`src/hdl/cma_pkg.sv`:
```
// cma_pkg: shared constants and types for the centered moving average block
// no dependencies; used by cma_div and centered_moving_average
package cma_pkg;

  localparam int DEF_MAX_RADIUS  = 31;
  localparam int DEF_SAMPLE_BITS = 16;

  localparam int RADIUS_BITS     = 5;
  localparam int WIN_BITS        = 6;
  localparam int POS_BITS        = 7;
  localparam int POS_MAX         = 127;
  localparam int SUM_EXTRA_BITS  = 6;

  typedef enum logic [1:0] {
    KIND_NONE,
    KIND_NEG,
    KIND_AVG
  } kind_t;

  typedef enum logic [1:0] {
    ST_IDLE,
    ST_DIV,
    ST_PRIMARY,
    ST_PENDING
  } state_t;

endpackage

```
`src/hdl/centered_moving_average.sv`:
```
// centered_moving_average: top level, request sequencing, sample ring and running sum
// depends on cma_pkg, cma_ram, cma_div
//
// usage
//   input channel in_valid/in_stall carries in_sample and in_end_of_stream; the
//   block takes one request at a time and holds in_stall high while it works
//   result channel out_valid/out_stall carries out_average (-1 where the window
//   does not fit) and out_run_last on the final result of each request
//   cfg_we/cfg_radius sets the radius k and restarts the stream; write only idle
// timing
//   a request that yields a mean is accepted, then runs through the bit-serial
//   divider, then loads the output register; -1 results leave one per cycle
//   after accept while out_stall is low
//   a request with no result goes back to idle from its accept cycle
// reset and stall
//   reset clears radius, stream position, running sum and output valid
//   the ring needs no clearing; a stream only reads entries it has written
//   the next request is taken while the last result still waits in the output
//   register; further results wait while out_stall is high
module centered_moving_average #(
  parameter int MAX_RADIUS  = cma_pkg::DEF_MAX_RADIUS,
  parameter int SAMPLE_BITS = cma_pkg::DEF_SAMPLE_BITS
) (
  input  logic                                clk,
  input  logic                                rst_n,
  input  logic                                cfg_we,
  input  logic [cma_pkg::RADIUS_BITS-1:0]     cfg_radius,
  input  logic                                in_valid,
  output logic                                in_stall,
  input  logic [SAMPLE_BITS-1:0]              in_sample,
  input  logic                                in_end_of_stream,
  output logic                                out_valid,
  input  logic                                out_stall,
  output logic signed [SAMPLE_BITS:0]         out_average,
  output logic                                out_run_last
);

  localparam int RB       = cma_pkg::RADIUS_BITS;
  localparam int WB       = cma_pkg::WIN_BITS;
  localparam int PB       = cma_pkg::POS_BITS;
  localparam int SUM_BITS = SAMPLE_BITS + cma_pkg::SUM_EXTRA_BITS;
  localparam int AVG_BITS = SAMPLE_BITS + 1;
  localparam int RING_AW  = $clog2(2 * MAX_RADIUS + 1);
  localparam int RING_DEPTH = 2 ** RING_AW;

  cma_pkg::state_t state_r, state_nxt;
  cma_pkg::kind_t  kind_r, kind_nxt, kind_in;

  logic [RB-1:0]          radius_r, radius_nxt;
  logic [RING_AW-1:0]     wp_r, wp_nxt;
  logic [PB-1:0]          pos_r, pos_nxt;
  logic [SUM_BITS-1:0]    sum_r, sum_nxt;
  logic                   eos_r, eos_nxt;
  logic [RB-1:0]          pend_r, pend_nxt;
  logic [RING_AW-1:0]     rd_addr_r, rd_addr_nxt;
  logic                   out_valid_r, out_valid_nxt;
  logic [AVG_BITS-1:0]    out_avg_r, out_avg_nxt;
  logic                   out_last_r, out_last_nxt;

  logic [RB-1:0]          k;
  logic [WB-1:0]          two_k;
  logic [WB-1:0]          win;
  logic                   in_acc;
  logic                   out_free;
  logic [SUM_BITS-1:0]    sum_add;
  logic                   p_lt_k;
  logic                   p_lt_2k;
  logic [PB-1:0]          p_minus_k;
  logic [RB-1:0]          pending;
  logic                   ram_re;
  logic [SAMPLE_BITS-1:0] ram_rdata;
  logic                   div_start;
  logic                   div_done;
  logic [SUM_BITS-1:0]    quotient;

  assign k     = (radius_r > RB'(MAX_RADIUS)) ? RB'(MAX_RADIUS) : radius_r;
  assign two_k = {k, 1'b0};
  assign win   = {k, 1'b1};

  assign in_stall = (state_r != cma_pkg::ST_IDLE) || cfg_we;
  assign in_acc   = in_valid && !in_stall;
  assign out_free = !out_valid_r || !out_stall;

  assign sum_add   = sum_r + SUM_BITS'(in_sample);
  assign p_lt_k    = pos_r < PB'(k);
  assign p_lt_2k   = pos_r < PB'(two_k);
  assign p_minus_k = pos_r - PB'(k);

  always_comb begin
    if (p_lt_k) begin
      kind_in = cma_pkg::KIND_NEG;
      pending = '0;
    end else if (p_lt_2k) begin
      kind_in = cma_pkg::KIND_NONE;
      pending = RB'(p_minus_k + 1'b1);
    end else begin
      kind_in = cma_pkg::KIND_AVG;
      pending = k;
    end
  end

  assign div_start = in_acc && (kind_in == cma_pkg::KIND_AVG);
  assign ram_re    = (state_r == cma_pkg::ST_DIV);

  cma_ram #(
    .WIDTH (SAMPLE_BITS),
    .DEPTH (RING_DEPTH)
  ) u_ring (
    .clk   (clk),
    .we    (in_acc),
    .waddr (wp_r),
    .wdata (in_sample),
    .re    (ram_re),
    .raddr (rd_addr_r),
    .rdata (ram_rdata)
  );

  cma_div #(
    .SUM_BITS (SUM_BITS)
  ) u_div (
    .clk      (clk),
    .rst_n    (rst_n),
    .start    (div_start),
    .dividend (sum_add),
    .divisor  (win),
    .done     (div_done),
    .quotient (quotient)
  );

  always_comb begin
    state_nxt     = state_r;
    kind_nxt      = kind_r;
    radius_nxt    = radius_r;
    wp_nxt        = wp_r;
    pos_nxt       = pos_r;
    sum_nxt       = sum_r;
    eos_nxt       = eos_r;
    pend_nxt      = pend_r;
    rd_addr_nxt   = rd_addr_r;
    out_valid_nxt = out_valid_r && out_stall;
    out_avg_nxt   = out_avg_r;
    out_last_nxt  = out_last_r;

    unique case (state_r)
      cma_pkg::ST_IDLE: begin
        if (cfg_we) begin
          radius_nxt = cfg_radius;
          wp_nxt     = '0;
          pos_nxt    = '0;
          sum_nxt    = '0;
        end else if (in_acc) begin
          kind_nxt    = kind_in;
          eos_nxt     = in_end_of_stream;
          pend_nxt    = in_end_of_stream ? pending : '0;
          rd_addr_nxt = wp_r - RING_AW'(two_k);
          if (in_end_of_stream) begin
            wp_nxt  = '0;
            pos_nxt = '0;
            sum_nxt = '0;
          end else begin
            wp_nxt  = wp_r + 1'b1;
            pos_nxt = (pos_r == PB'(cma_pkg::POS_MAX)) ? pos_r : pos_r + 1'b1;
            sum_nxt = sum_add;
          end
          unique case (kind_in)
            cma_pkg::KIND_AVG: state_nxt = cma_pkg::ST_DIV;
            cma_pkg::KIND_NEG: state_nxt = cma_pkg::ST_PRIMARY;
            default: state_nxt = in_end_of_stream ? cma_pkg::ST_PENDING : cma_pkg::ST_IDLE;
          endcase
        end
      end
      cma_pkg::ST_DIV: begin
        if (div_done) begin
          state_nxt = cma_pkg::ST_PRIMARY;
        end
      end
      cma_pkg::ST_PRIMARY: begin
        if (out_free) begin
          out_valid_nxt = 1'b1;
          out_last_nxt  = (pend_r == '0);
          if (kind_r == cma_pkg::KIND_AVG) begin
            out_avg_nxt = quotient[AVG_BITS-1:0];
            if (!eos_r) begin
              sum_nxt = sum_r - SUM_BITS'(ram_rdata);
            end
          end else begin
            out_avg_nxt = '1;
          end
          state_nxt = (pend_r == '0) ? cma_pkg::ST_IDLE : cma_pkg::ST_PENDING;
        end
      end
      cma_pkg::ST_PENDING: begin
        if (out_free) begin
          out_valid_nxt = 1'b1;
          out_avg_nxt   = '1;
          out_last_nxt  = (pend_r == RB'(1));
          pend_nxt      = pend_r - 1'b1;
          if (pend_r == RB'(1)) begin
            state_nxt = cma_pkg::ST_IDLE;
          end
        end
      end
      default: state_nxt = cma_pkg::ST_IDLE;
    endcase
  end

  always_ff @(posedge clk) begin
    if (!rst_n) begin
      state_r <= cma_pkg::ST_IDLE;
    end else begin
      state_r <= state_nxt;
    end
  end

  always_ff @(posedge clk) begin
    if (!rst_n) begin
      radius_r    <= '0;
      wp_r        <= '0;
      pos_r       <= '0;
      sum_r       <= '0;
      out_valid_r <= 1'b0;
      kind_r      <= cma_pkg::KIND_NONE;
      eos_r       <= 1'b0;
      pend_r      <= '0;
    end else begin
      radius_r    <= radius_nxt;
      wp_r        <= wp_nxt;
      pos_r       <= pos_nxt;
      sum_r       <= sum_nxt;
      out_valid_r <= out_valid_nxt;
      kind_r      <= kind_nxt;
      eos_r       <= eos_nxt;
      pend_r      <= pend_nxt;
    end
    rd_addr_r  <= rd_addr_nxt;
    out_avg_r  <= out_avg_nxt;
    out_last_r <= out_last_nxt;
  end

  assign out_valid    = out_valid_r;
  assign out_average  = out_avg_r;
  assign out_run_last = out_last_r;

endmodule

```
`src/hdl/cma_ram.sv`:
```
// cma_ram: generic single write port, single read port RAM with registered read
// no dependencies
module cma_ram #(
  parameter int WIDTH = 16,
  parameter int DEPTH = 64
) (
  input  logic                     clk,
  input  logic                     we,
  input  logic [$clog2(DEPTH)-1:0] waddr,
  input  logic [WIDTH-1:0]         wdata,
  input  logic                     re,
  input  logic [$clog2(DEPTH)-1:0] raddr,
  output logic [WIDTH-1:0]         rdata
);

  logic [WIDTH-1:0] mem_r [DEPTH];
  logic [WIDTH-1:0] rdata_r;

  always_ff @(posedge clk) begin
    if (we) begin
      mem_r[waddr] <= wdata;
    end
    if (re) begin
      rdata_r <= mem_r[raddr];
    end
  end

  assign rdata = rdata_r;

endmodule

```
`src/hdl/cma_div.sv`:
```
// cma_div: restoring divider, one quotient bit per cycle, dividend shifted out msb first
// depends on cma_pkg (divisor width)
module cma_div #(
  parameter int SUM_BITS = 22
) (
  input  logic                          clk,
  input  logic                          rst_n,
  input  logic                          start,
  input  logic [SUM_BITS-1:0]           dividend,
  input  logic [cma_pkg::WIN_BITS-1:0]  divisor,
  output logic                          done,
  output logic [SUM_BITS-1:0]           quotient
);

  localparam int CNT_BITS = $clog2(SUM_BITS);
  localparam int WB       = cma_pkg::WIN_BITS;

  logic                busy_r, busy_nxt;
  logic [CNT_BITS-1:0] cnt_r, cnt_nxt;
  logic [SUM_BITS-1:0] quo_r, quo_nxt;
  logic [WB-1:0]       rem_r, rem_nxt;
  logic [WB-1:0]       den_r, den_nxt;
  logic [WB:0]         trial;
  logic [WB:0]         diff;
  logic                ge;

  assign trial = {rem_r, quo_r[SUM_BITS-1]};
  assign diff  = trial - {1'b0, den_r};
  assign ge    = trial >= {1'b0, den_r};
  assign done  = busy_r && (cnt_r == '0);
  assign quotient = quo_r;

  always_comb begin
    busy_nxt = busy_r;
    cnt_nxt  = cnt_r;
    quo_nxt  = quo_r;
    rem_nxt  = rem_r;
    den_nxt  = den_r;
    if (start) begin
      busy_nxt = 1'b1;
      cnt_nxt  = CNT_BITS'(SUM_BITS - 1);
      quo_nxt  = dividend;
      rem_nxt  = '0;
      den_nxt  = divisor;
    end else if (busy_r) begin
      rem_nxt  = ge ? diff[WB-1:0] : trial[WB-1:0];
      quo_nxt  = {quo_r[SUM_BITS-2:0], ge};
      cnt_nxt  = cnt_r - 1'b1;
      busy_nxt = (cnt_r != '0);
    end
  end

  always_ff @(posedge clk) begin
    if (!rst_n) begin
      busy_r <= 1'b0;
    end else begin
      busy_r <= busy_nxt;
    end
    cnt_r <= cnt_nxt;
    quo_r <= quo_nxt;
    rem_r <= rem_nxt;
    den_r <= den_nxt;
  end

endmodule
```
`config.mk`:
```
export PLATFORM = sky130hd
export DESIGN_NAME = centered_moving_average
export DESIGN_NICKNAME = d
export VERILOG_FILES = /design/src/hdl/cma_pkg.sv /design/src/hdl/centered_moving_average.sv /design/src/hdl/cma_ram.sv /design/src/hdl/cma_div.sv
export SDC_FILE = /design/constraint.sdc
export NUM_CORES = 1
export LEC_CHECK = 0
export ABC_CLOCK_PERIOD_IN_PS = 3550
export BUFFER_PORTS_ARGS = -buffer_cell sky130_fd_sc_hd__buf_2
export CORE_MARGIN = 5
export CORE_UTILIZATION = 35
export CTS_BUF_LIST = sky130_fd_sc_hd__clkbuf_4
export CTS_CLUSTER_SIZE = 14
export DETAILED_ROUTE_END_ITERATION = 6
export SLEW_MARGIN = 20
export SYNTH_ARGS = -nofsm -noshare
export SYNTH_HDL_FRONTEND = slang
export SYNTH_HIERARCHICAL = 1
export SYNTH_SLANG_ARGS = --single-unit
```
`constraint.sdc`:
```
create_clock -name clk -period 3.55 [get_ports clk]
set_input_delay 0.1775 -clock clk [delete_from_list [all_inputs] [get_ports clk]]
set_output_delay 0.1775 -clock clk [all_outputs]
set_load 0.05 [all_outputs]
```
## Word-level counts from Yosys, hierarchy flattened

Memory sizes are Yosys's and may differ from the RTL's. A register that Yosys moved wholly into a read port is not among the register bits.
Index checks and enable logic that the tools add are counted.

| cells by class | value |
|---|---|
| add/subtract/negate cells | 10 |
| reductions and logical operators | 28 |
| magnitude comparators | 4 |
| equality and inequality tests | 18 |
| multiplexer cells | 50 |
| $mul | 0 |
| divide/modulo/power cells | 0 |
| shift operators | 0 |
| bitwise logic cells | 1 |

Operators by type and width:

| kind | count |
|---|---|
| $mux W22 | 8 |
| $mux W17 | 3 |
| $pmux W22 S2 | 1 |
| $mux W5 | 7 |
| $pmux W17 S2 | 1 |
| $mux W7 | 4 |
| $mux W6 | 4 |
| $add A22 B16 Y22 | 1 |
| $sub A22 B16 Y22 | 1 |
| $mux W2 | 10 |
| $ne A2 B2 Y1 const B | 7 |
| $reduce_bool A2 Y1 | 6 |
| $sub A6 B6 Y6 | 2 |
| $logic_not A5 Y1 | 2 |
| $pmux W5 S2 | 1 |
| $sub A5 B1 Y5 const B | 2 |
| $reduce_and A3 Y1 | 3 |
| $eq A2 B2 Y1 const B | 4 |
| $mux W1 | 8 |
| $pmux W2 S4 | 1 |
| $add A7 B1 Y7 const B | 1 |
| $eq A7 B7 Y1 const B | 1 |
| $ge A7 B6 Y1 | 1 |
| $lt A7 B5 Y1 | 1 |
| 22 further kinds | 31 |

| word-level totals | value |
|---|---|
| bits in read-only memories | 0 |
| bits in latches | 0 |
| input port bits | 27 |
| memories | 1 |
| RAM bits | 1024 |
| logic and storage cells | 129 |
| register bits after elaboration | 114 |

Memories:

| memory | words | bits a word | rd ports | clocked after Yosys merged registers in | write ports | line | source |
|---|---|---|---|---|---|---|---|
| u_ring.mem_r | 64 | 16 | 1 | 1 | 1 | cma_ram.sv:16 | `logic [WIDTH-1:0] mem_r [DEPTH];` |

## Logic depth before layout (Yosys ltp)

Gate-level depths: netlist of the first run.

| depth | value |
|---|---|
| depth in word-level cells | 10 |
| mapped depth | 13 |
| mapped depth without buffers | 12 |

## Cells and area by module

The synthesis of the first run kept the hierarchy.

By module, submodules not included:

| module | instances | cells an instance | area each (sq um) |
|---|---|---|---|
| cma_ram | 1 | 1829 | 40202.3 |
| centered_moving_average | 1 | 652 | 5487.8 |
| cma_div | 1 | 157 | 1978.1 |

## Worst setup path before layout of the first run

Ideal clock, no wire load.

| path | value |
|---|---|
| path kind | register to register |
| start | register state_r[1] |
| end | memory u_ring.mem_r[48][0] (enable) |
| slack | 0.600 ns |
| stages on the path, launching flop included | 8 |
| arrival time | 2.541 ns |
| period minus slack after synthesis | 2.950 ns |
| path through | dfxtp_1 -> clkbuf_1 -> nor3_1 -> nand2_1 -> inv_1 -> nor2b_1 -> nand4b_1 -> nor3_1 |

| on the way | value |
|---|---|
| word-level cells in the longest chain between the ends | 6 |

Ends and longest elaborated chain:

| item | line | source |
|---|---|---|
| start, declared | centered_moving_average.sv:46 | `cma_pkg::state_t state_r, state_nxt;` |
| start signal, assigned | centered_moving_average.sv:209 | `state_r <= cma_pkg::ST_IDLE;` |
| start signal, assigned | centered_moving_average.sv:211 | `state_r <= state_nxt;` |
| $reduce_bool A2 Y1 | centered_moving_average.sv:80 | `assign in_stall = (state_r != cma_pkg::ST_IDLE) \|\| cfg_we;` |
| $logic_or A1 B1 Y1 | centered_moving_average.sv:80 |  |
| $logic_not A1 Y1 | centered_moving_average.sv:81 | `assign in_acc = in_valid && !in_stall;` |
| $logic_and A1 B1 Y1 | centered_moving_average.sv:81 |  |
| named net in_acc | centered_moving_average.sv:63 | `logic in_acc;` |
| $mux W1 | cma_ram.sv:20 | `if (we) begin` |
| $mux W1 (not written as such) | cma_ram.sv:21 | `mem_r[waddr] <= wdata;` |
| end, declared | cma_ram.sv:16 |  |

The timed path passes the listed nets, and every way through them passes these cells.

## Worst setup path after layout of the first run

| path | value |
|---|---|
| start | register u_ring.rdata_r[7], in the netlist u_ring/rdata[7] (read register of u_ring.mem_r) |
| end | register sum_r[20] |

| on the way | value |
|---|---|
| word-level cells in the longest chain between the ends | 5 |

Ends and longest elaborated chain:

| item | line | source |
|---|---|---|
| start, declared | cma_ram.sv:17 | `logic [WIDTH-1:0] rdata_r;` |
| $sub A22 B16 Y22 | centered_moving_average.sv:184 | `sum_nxt = sum_r - SUM_BITS'(ram_rdata);` |
| $mux W22 | centered_moving_average.sv:183 | `if (!eos_r) begin` |
| $mux W22 | centered_moving_average.sv:181 | `if (kind_r == cma_pkg::KIND_AVG) begin` |
| $mux W22 | centered_moving_average.sv:178 | `if (out_free) begin` |
| $pmux W22 S2 | centered_moving_average.sv:144 | `unique case (state_r)` |
| end signal, assigned | centered_moving_average.sv:229 | `sum_r <= sum_nxt;` |
| end, declared | centered_moving_average.sv:52 | `logic [SUM_BITS-1:0] sum_r, sum_nxt;` |

No other way between the ends. The select of a mux whose other input is x is not followed.
A chain may end at the register's enable or synchronous reset.

==> results of run 1 <==
[metal layers]
metal	vias up	GRT usage (%)	part of all wire (%)
met1	13500	22.84	42
li1	11700	-	-
met4	2	5.931	2.8
met2	1055	27.06	48
met3	210	3.763	7.0
met5	-	0	0.011
[critical path, delay by kind of cell (launching register included)]
| kind | cells | cell delay [ns] |
|---|---|---|
| adder cells (fa/ha/maj) | 1 | 0.33 |
| AO/OA/AOI/OAI | 7 | 2.03 |
| flip-flops | 1 | 0.32 |
| buffers and inverters | 2 | 0.60 |
[logic make-up (layout without fill, tap and decap cells)]
| logic type | count (synthesis) | after routing |
|---|---|---|
| AO/OA/AOI/OAI | 350 | 350 |
| XOR/XNOR | 50 | 50 |
| adder cells (fa/ha/maj) | 70 | 70 |
| buffers and inverters | 200 | 837 |
| flip-flops | 1155 | 1155 |
| multiplexers | 366 | 366 |
| other | 1 | 10 |
| AND/OR/NAND/NOR | 446 | 446 |
[timing repair]
item / in CTS / in global routing
resized for setup: 0 / 1
hold buffers: 52 / 0
setup endpoints to repair: 0 / 1
hold endpoints to repair: 1140 / 0
buffers inserted: 0 / 0
[area by class of cell]
| cell class | instances | area, µm² | area share, % |
|---|---|---|---|
| sequential | 1155 | 34050 | 62.07 |
| multi-input combinational | 1283 | 12530 | 22.83 |
| clock buffer | 454 | 3408 | 6.213 |
| tap | 1781 | 2228 | 4.062 |
| timing repair buffer | 266 | 2150 | 3.918 |
| clock inverter | 55 | 237.7 | 0.4333 |
| inverter | 62 | 234.0 | 0.4265 |
| antenna | 9 | 22.52 | 0.04105 |
[metrics by stage]
stage | power, mW | setup WS, ns
3_5_place_dp | 19.17 | 0.3538
3_3_place_gp | 19.14 | 0.4551
2_1_floorplan | 17.92 | 0.5998
4_1_cts | 30.41 | 0.1674
5_1_grt | 31.48 | 0.05392
6_report | 30.03 | 0.1678
[sequential cells by signal (all words and copies together) (netlist names)]
| name | flops |
|---|---|
| u_ring/mem_r | 1024 |
| rd_addr_r | 6 |
| pos_r | 7 |
| wp_r | 6 |
| out_valid | 1 |
| eos_r | 1 |
| u_ring/rdata | 16 |
| sum_r | 22 |
| kind_r | 2 |
| u_div/quotient | 22 |
| radius_r | 5 |
| u_div/rem_r | 6 |
| out_average | 17 |
| pend_r | 5 |
| state_r | 2 |
| u_div/cnt_r | 5 |
| u_div/busy_r | 1 |
| out_run_last | 1 |
| u_div/den_r | 6 |
[final timing paths]
path | cells after the start | endpoint | slack, ns | from
setup / recovery | 10 | sum_r[20]$_SDFFE_PN0P_ | 0.17 | u_ring/rdata[7]$_DFFE_PP_
hold / removal | 4 | state_r[0]$_SDFFE_PN0P_ | 0.10 | in_end_of_stream
setup reg to reg | 10 | sum_r[20]$_SDFFE_PN0P_ | 0.17 | u_ring/rdata[7]$_DFFE_PP_
hold reg to reg | 0 | u_div/den_r[4]$_DFFE_PP_ | 0.43 | radius_r[3]$_SDFFE_PN0P_
[power by group through the flow]
stage          sequential [mW]  clock, mW  combinational [mW]
3_5_place_dp              15.6          0                3.56
6_report                  15.3       11.1                3.62
4_1_cts                   15.3       11.5                3.64
5_1_grt                   15.3       12.2                3.91
2_1_floorplan             15.5          0                2.40
3_3_place_gp              15.6          0                3.53
[layout by cell type, fill, tap and decap left out, types with 20 or more instances in the layout]
cell / n
clkinv_1: 43
a211oi_1: 20
dlygate4sd3_1: 52
inv_1: 59
buf_4: 157
nor3_1: 20
o21ai_0: 52
mux2i_1: 91
mux2_2: 49
nor2b_1: 38
a21o_1: 20
a22oi_1: 39
xor2_1: 21
clkbuf_4: 454
nor2_1: 146
xnor2_1: 29
buf_2: 46
nand3_1: 37
edfxtp_1: 1092
a221oi_1: 29
a21oi_1: 80
mux4_2: 220
ha_1: 64
nand2_1: 99
dfxtp_1: 63
==> impl_metrics.yaml, run 1 <==
worst_hold_path:
  min_path_type: "in -> reg"
placement:
  post-place-cells: 4495
  port_buffers: 46
  gp_congestion: 0.8536
  place_hpwl_mm: 75.61
  place_area_um2: 50670
synthesis:
  synth_flop_cell: "edfxtp_1"
  yosys.area_share.xor_xnor_pct: 0.9187
  synthMuxAreaShare_pct: 13.73
  synth.most_common_cell: "edfxtp_1"
  synth_common_cells: "1092 x edfxtp_1, 220 x mux4_2, 146 x nor2_1"
  synth-simple-area-share_pct: 4.583
  ys_seq_area_share_pct: 71.44
  async_flop_share_pct: 0
  synth_compound_area_share_pct: 5.066
  yosys.area.top_type: "edfxtp_1"
  synth_top_area_share_pct: 68.79
  syn_inst: 2638
  ys_types: 81
  synth_edf_count: 1092
  synth_area_leaders: "edfxtp_1 69%, mux4_2 10%, dfxtp_1 2.6%, mux2i_1 1.9%, ha_1 1.7%"
  synth_adder_area_share_pct: 1.932
  synth_fp_nets: 2735
  avgSynthCellArea_um2: 18.07
  yosysWarningCount: 6
  synth_top_family_by_area: "multiplexers"
  synth-seq-cells: 1155
  netlist_area_um2: 47670
global_routing:
  grt_max_degree: 94
  grt_pass1_wl_mm: 177.8
  grt.overflow.total: 0
  antenna_found_initial: 9
  grt_usage_pct: 16.90
  grt_pass1_vias: 26730
pwr:
  p_per_area_nw_per_um2: 547.3
  netSwitchingPower_mw: 7.576
  share_comb_of_total_power_pct: 12.1
  clockPowerShare_pct: 36.9
  swShare_pct: 25.23
  internal-power_mw: 22.45
  ir_drop_v: 0.0003618
  leakagePower_nw: 18.31
  seqPwrFrac_pct: 51.0
timing:
  period_needed_ns: 3.382
  tightest_slew_ns: 0.9138
  tns_ns: 0
  fin_skew_ns: 0.08937
  setup_viol: 0
  hold_violations: 0
  whs_ns: 0.1014
  period_share_pct: 95.27
  rsz0062_at_grt: "false"
  relSlewSlack_pct: 38.75
  fmax_ghz: 0.2957
  final-max-slew-violation-count: 0
final_layout:
  num-nets-final: 3178
  stdcell_area_um2: 54860
  drive_gt1_share_pct: 30.17
  nFillCells: 12320
  stdcell_count: 5065
  final_util_pct: 40.50
  area_growth_pct: 15.08
clock_network:
  cts_buffers: 313
  root_buffer: "clkbuf_4"
  clkSinkCount: 1155
  clockBufferDepth: 4
  htreeDepth: 5
  cts_tree: "built"
  clkTransAtPathRegs_ns: 0.07
  worstSkewPairLatency_ns: 1.21
job:
  cap_viol_max_count: 0
critical_path:
  crit_type: "reg -> reg"
  crit_path_max_fanout: 6
  critical_path_required_ns: 4.59
  max_stage_delay_ns: 0.56
  worstPathArrival_ns: 4.43
  crit_path_end_kind: "register"
  path_cells: "inv_1, ha_1, a21o_1, a2111o_1, o2111ai_2, a31oi_1, o41a_1, o311a_1, o31a_1, dlygate4sd3_1"
  worst_setup_path_start_kind: "register"
  critPathSlowestCell: "dlygate4sd3_1"
floorplanning:
  rows: 135
  ios: 47
  die_width_um: 379.0
  start_util_pct: 35.19
  coreArea_um2: 135500
  die_y_um: 379.0
  die_area_um2: 143700
routing:
  drc: 0
  drt_iter0_drc: 2591
  vias_per_cell: 5.225
  wl_mm: 121.9
  dr.pass1.iters: 5
  via_count: 26470
  routedWlPerCell_um: 24.06
  drtAntennaViolNets: 0
status:
  status: "complete, no violations"
Note: power is estimated with default switching activity, not from simulation.
==> run 2, diff against run 1 <==
PLACE_DENSITY = 0.58   (was default)
==> impl_metrics.yaml, run 2 (synthesis gave the netlist of run 1 again) <==
status:
  status: "complete, no violations"
critical_path:
  crit_path_start: "u_ring/rdata[7]$_DFFE_PP_"
  crit_path_end_kind: "register"
  max_stage_delay_ns: 0.55
  path_cells: "inv_1, ha_1, a21o_1, a2111o_1, o2111ai_2, a31oi_1, o41a_1, o311a_1, o31a_1, dlygate4sd3_1"
  rrSetupSlack_ns: 0.19
  crit_buf_inv: 2
  crit_cells: 10
  rr_endpoint: "sum_r[20]$_SDFFE_PN0P_"
  critical_path_required_ns: 4.59
  critPathSlowestCell: "dlygate4sd3_1"
  crit_path_max_fanout: 6
  worst_setup_path_start_kind: "register"
  rr_worst_depth: 10
  crit_type: "reg -> reg"
  reg2reg_from: "u_ring/rdata[7]$_DFFE_PP_"
  endpoint: "sum_r[20]$_SDFFE_PN0P_"
  path_delay_family: "compound AO/OA/AOI/OAI gates"
  worstPathArrival_ns: 4.40
placement:
  place_hpwl_mm: 78.60
  gp_congestion: 0.8273
  port_buffers: 46
  dp_slack_ns: 0.3893
clock_network:
  clkTransAtPathRegs_ns: 0.06
  clockBufferDepth: 4
  postCtsSetupBuffers: 0
  root_buffer: "clkbuf_4"
  clkSinkCount: 1155
  htreeDepth: 5
  cts_buffers: 314
  cts_tree: "built"
  worstSkewPairLatency_ns: 1.22
timing:
  rsz0062_at_grt: "false"
  hold_violations: 0
  final-max-slew-violation-count: 0
  layout_setup_ws_ns: 0.1898
  fmax_ghz: 0.2976
  fin_skew_ns: 0.1175
  period_share_pct: 94.65
  tightest_slew_ns: 1.067
  period_needed_ns: 3.360
  setup_viol: 0
  relSlewSlack_pct: 28.73
  tns_ns: 0
routing:
  wl_mm: 124.5
  routedWlPerCell_um: 24.63
  drc: 0
  dr.pass1.iters: 5
  via_count: 26710
  drt_iter0_drc: 2488
  vias_per_cell: 5.284
  drtAntennaViolNets: 0
worst_hold_path:
  min_path_type: "in -> reg"
global_routing:
  grt_pass1_wl_mm: 183.2
  grt.overflow.total: 0
  grt_pass1_vias: 27880
  grt_usage_pct: 17.38
  grt_max_degree: 70
  antenna_found_initial: 8
floorplanning:
  ios: 47
  start_util_pct: 35.19
  die_width_um: 379.0
  die_area_um2: 143700
  coreArea_um2: 135500
  rows: 135
  die_y_um: 379.0
final_layout:
  largest_reg_flops: 1024
  drive_gt1_share_pct: 29.95
  top_register: "u_ring/mem_r"
  mostFrequentLayoutCells: "1092 x edfxtp_1, 446 x clkbuf_4, 220 x mux4_2"
  area_growth_pct: 15.09
  nFillCells: 12340
  num-nets-final: 3176
  final_common_cell: "edfxtp_1"
pwr:
  ir_drop_v: 0.0002800
  p_per_area_nw_per_um2: 547.8
  leakagePower_nw: 18.29
job:
  cap_viol_max_count: 0
## run 2: changes by cell type in the layout (fill, tap and decap cells not counted), sizes merged
cell | previous run | this run
clkbuf | 454 | 446
buf | 214 | 209
clkinv | 48 | 52
inv | 68 | 64
dlygate4sd3 | 52 | 54
bufinv | 1 | 2
## run 2: timing repair
action	CTS	global route
hold buffers	54	0
gates resized for setup	0	2
setup endpoints to repair	0	2
hold endpoints to repair	1107	0
## run 2: final cells by class
| class | count | area, µm² | share of cell area (%) |
|---|---|---|---|
| antenna | 9 | 22.52 | 0.04105 |
| clock buffer | 446 | 3348 | 6.103 |
| clock inverter | 56 | 274.0 | 0.4995 |
| inverter | 62 | 234.0 | 0.4265 |
| multi-input combinational | 1283 | 12530 | 22.84 |
| sequential | 1155 | 34050 | 62.07 |
| tap | 1781 | 2228 | 4.062 |
| timing repair buffer | 263 | 2170 | 3.955 |
## run 2: metrics by stage
stage                     instance area, µm²  utilization, %  instances  power, mW  hold slack, ns
final                                  54860           40.50       5055      30.05          0.2121
after global routing                   54850           40.49       5051      31.48          0.1398
after CTS                              54830           40.47       5046      30.43         0.03232
after detailed placement               50670           37.40       4490      19.20          0.4221
after global placement                 50670           37.40       4490      19.11          0.4214
after floorplan                        47670               -       2638      17.92          0.2764
## run 2: worst min-delay path, delay by kind of cell
family | cells | cell delay (ns)
and+or+nand+nor | 2 | 0.26
buffers and inverters | 2 | 0.72
AOI/OAI and AO/OA | 1 | 0.15
## run 2: layer usage
metal  global-route usage, %  share of wire [%]  vias up  wire [µm]
met5                       0                  0        -          0
met4                   6.552                3.2        0       3959
met3                   4.302                7.1      242       8898
met2                   27.52                 47     1015      58550
met1                   23.30                 43    13780      53110
li1                        -                  -    11670          -
## run 2: how the worst min path moves through the flow
| stage | to | from | cells after the start | slack [ns] |
|---|---|---|---|---|
| 6_report | pend_r[1]$_SDFFE_PN0P_ | in_end_of_stream | 5 | 0.21 |
| 5_1_grt | pend_r[0]$_SDFFE_PN0P_ | in_end_of_stream | 5 | 0.14 |
| 4_1_cts | pend_r[1]$_SDFFE_PN0P_ | in_end_of_stream | 5 | 0.03 |
| 3_5_place_dp | u_div/den_r[3]$_DFFE_PP_ | radius_r[2]$_SDFFE_PN0P_ | 0 | 0.42 |
| 3_3_place_gp | u_div/den_r[3]$_DFFE_PP_ | radius_r[2]$_SDFFE_PN0P_ | 0 | 0.42 |
| 2_1_floorplan | u_ring/mem_r[0][0]$_DFFE_PP_ | in_sample[0] | 0 | 0.28 |
## run 2: power breakdown
part	leakage (nW)	internal [mW]	switching [mW]
Sequential	10.3	15.1	0.197
Clock	2.19	5.85	5.21
Combinational	5.80	1.44	2.22
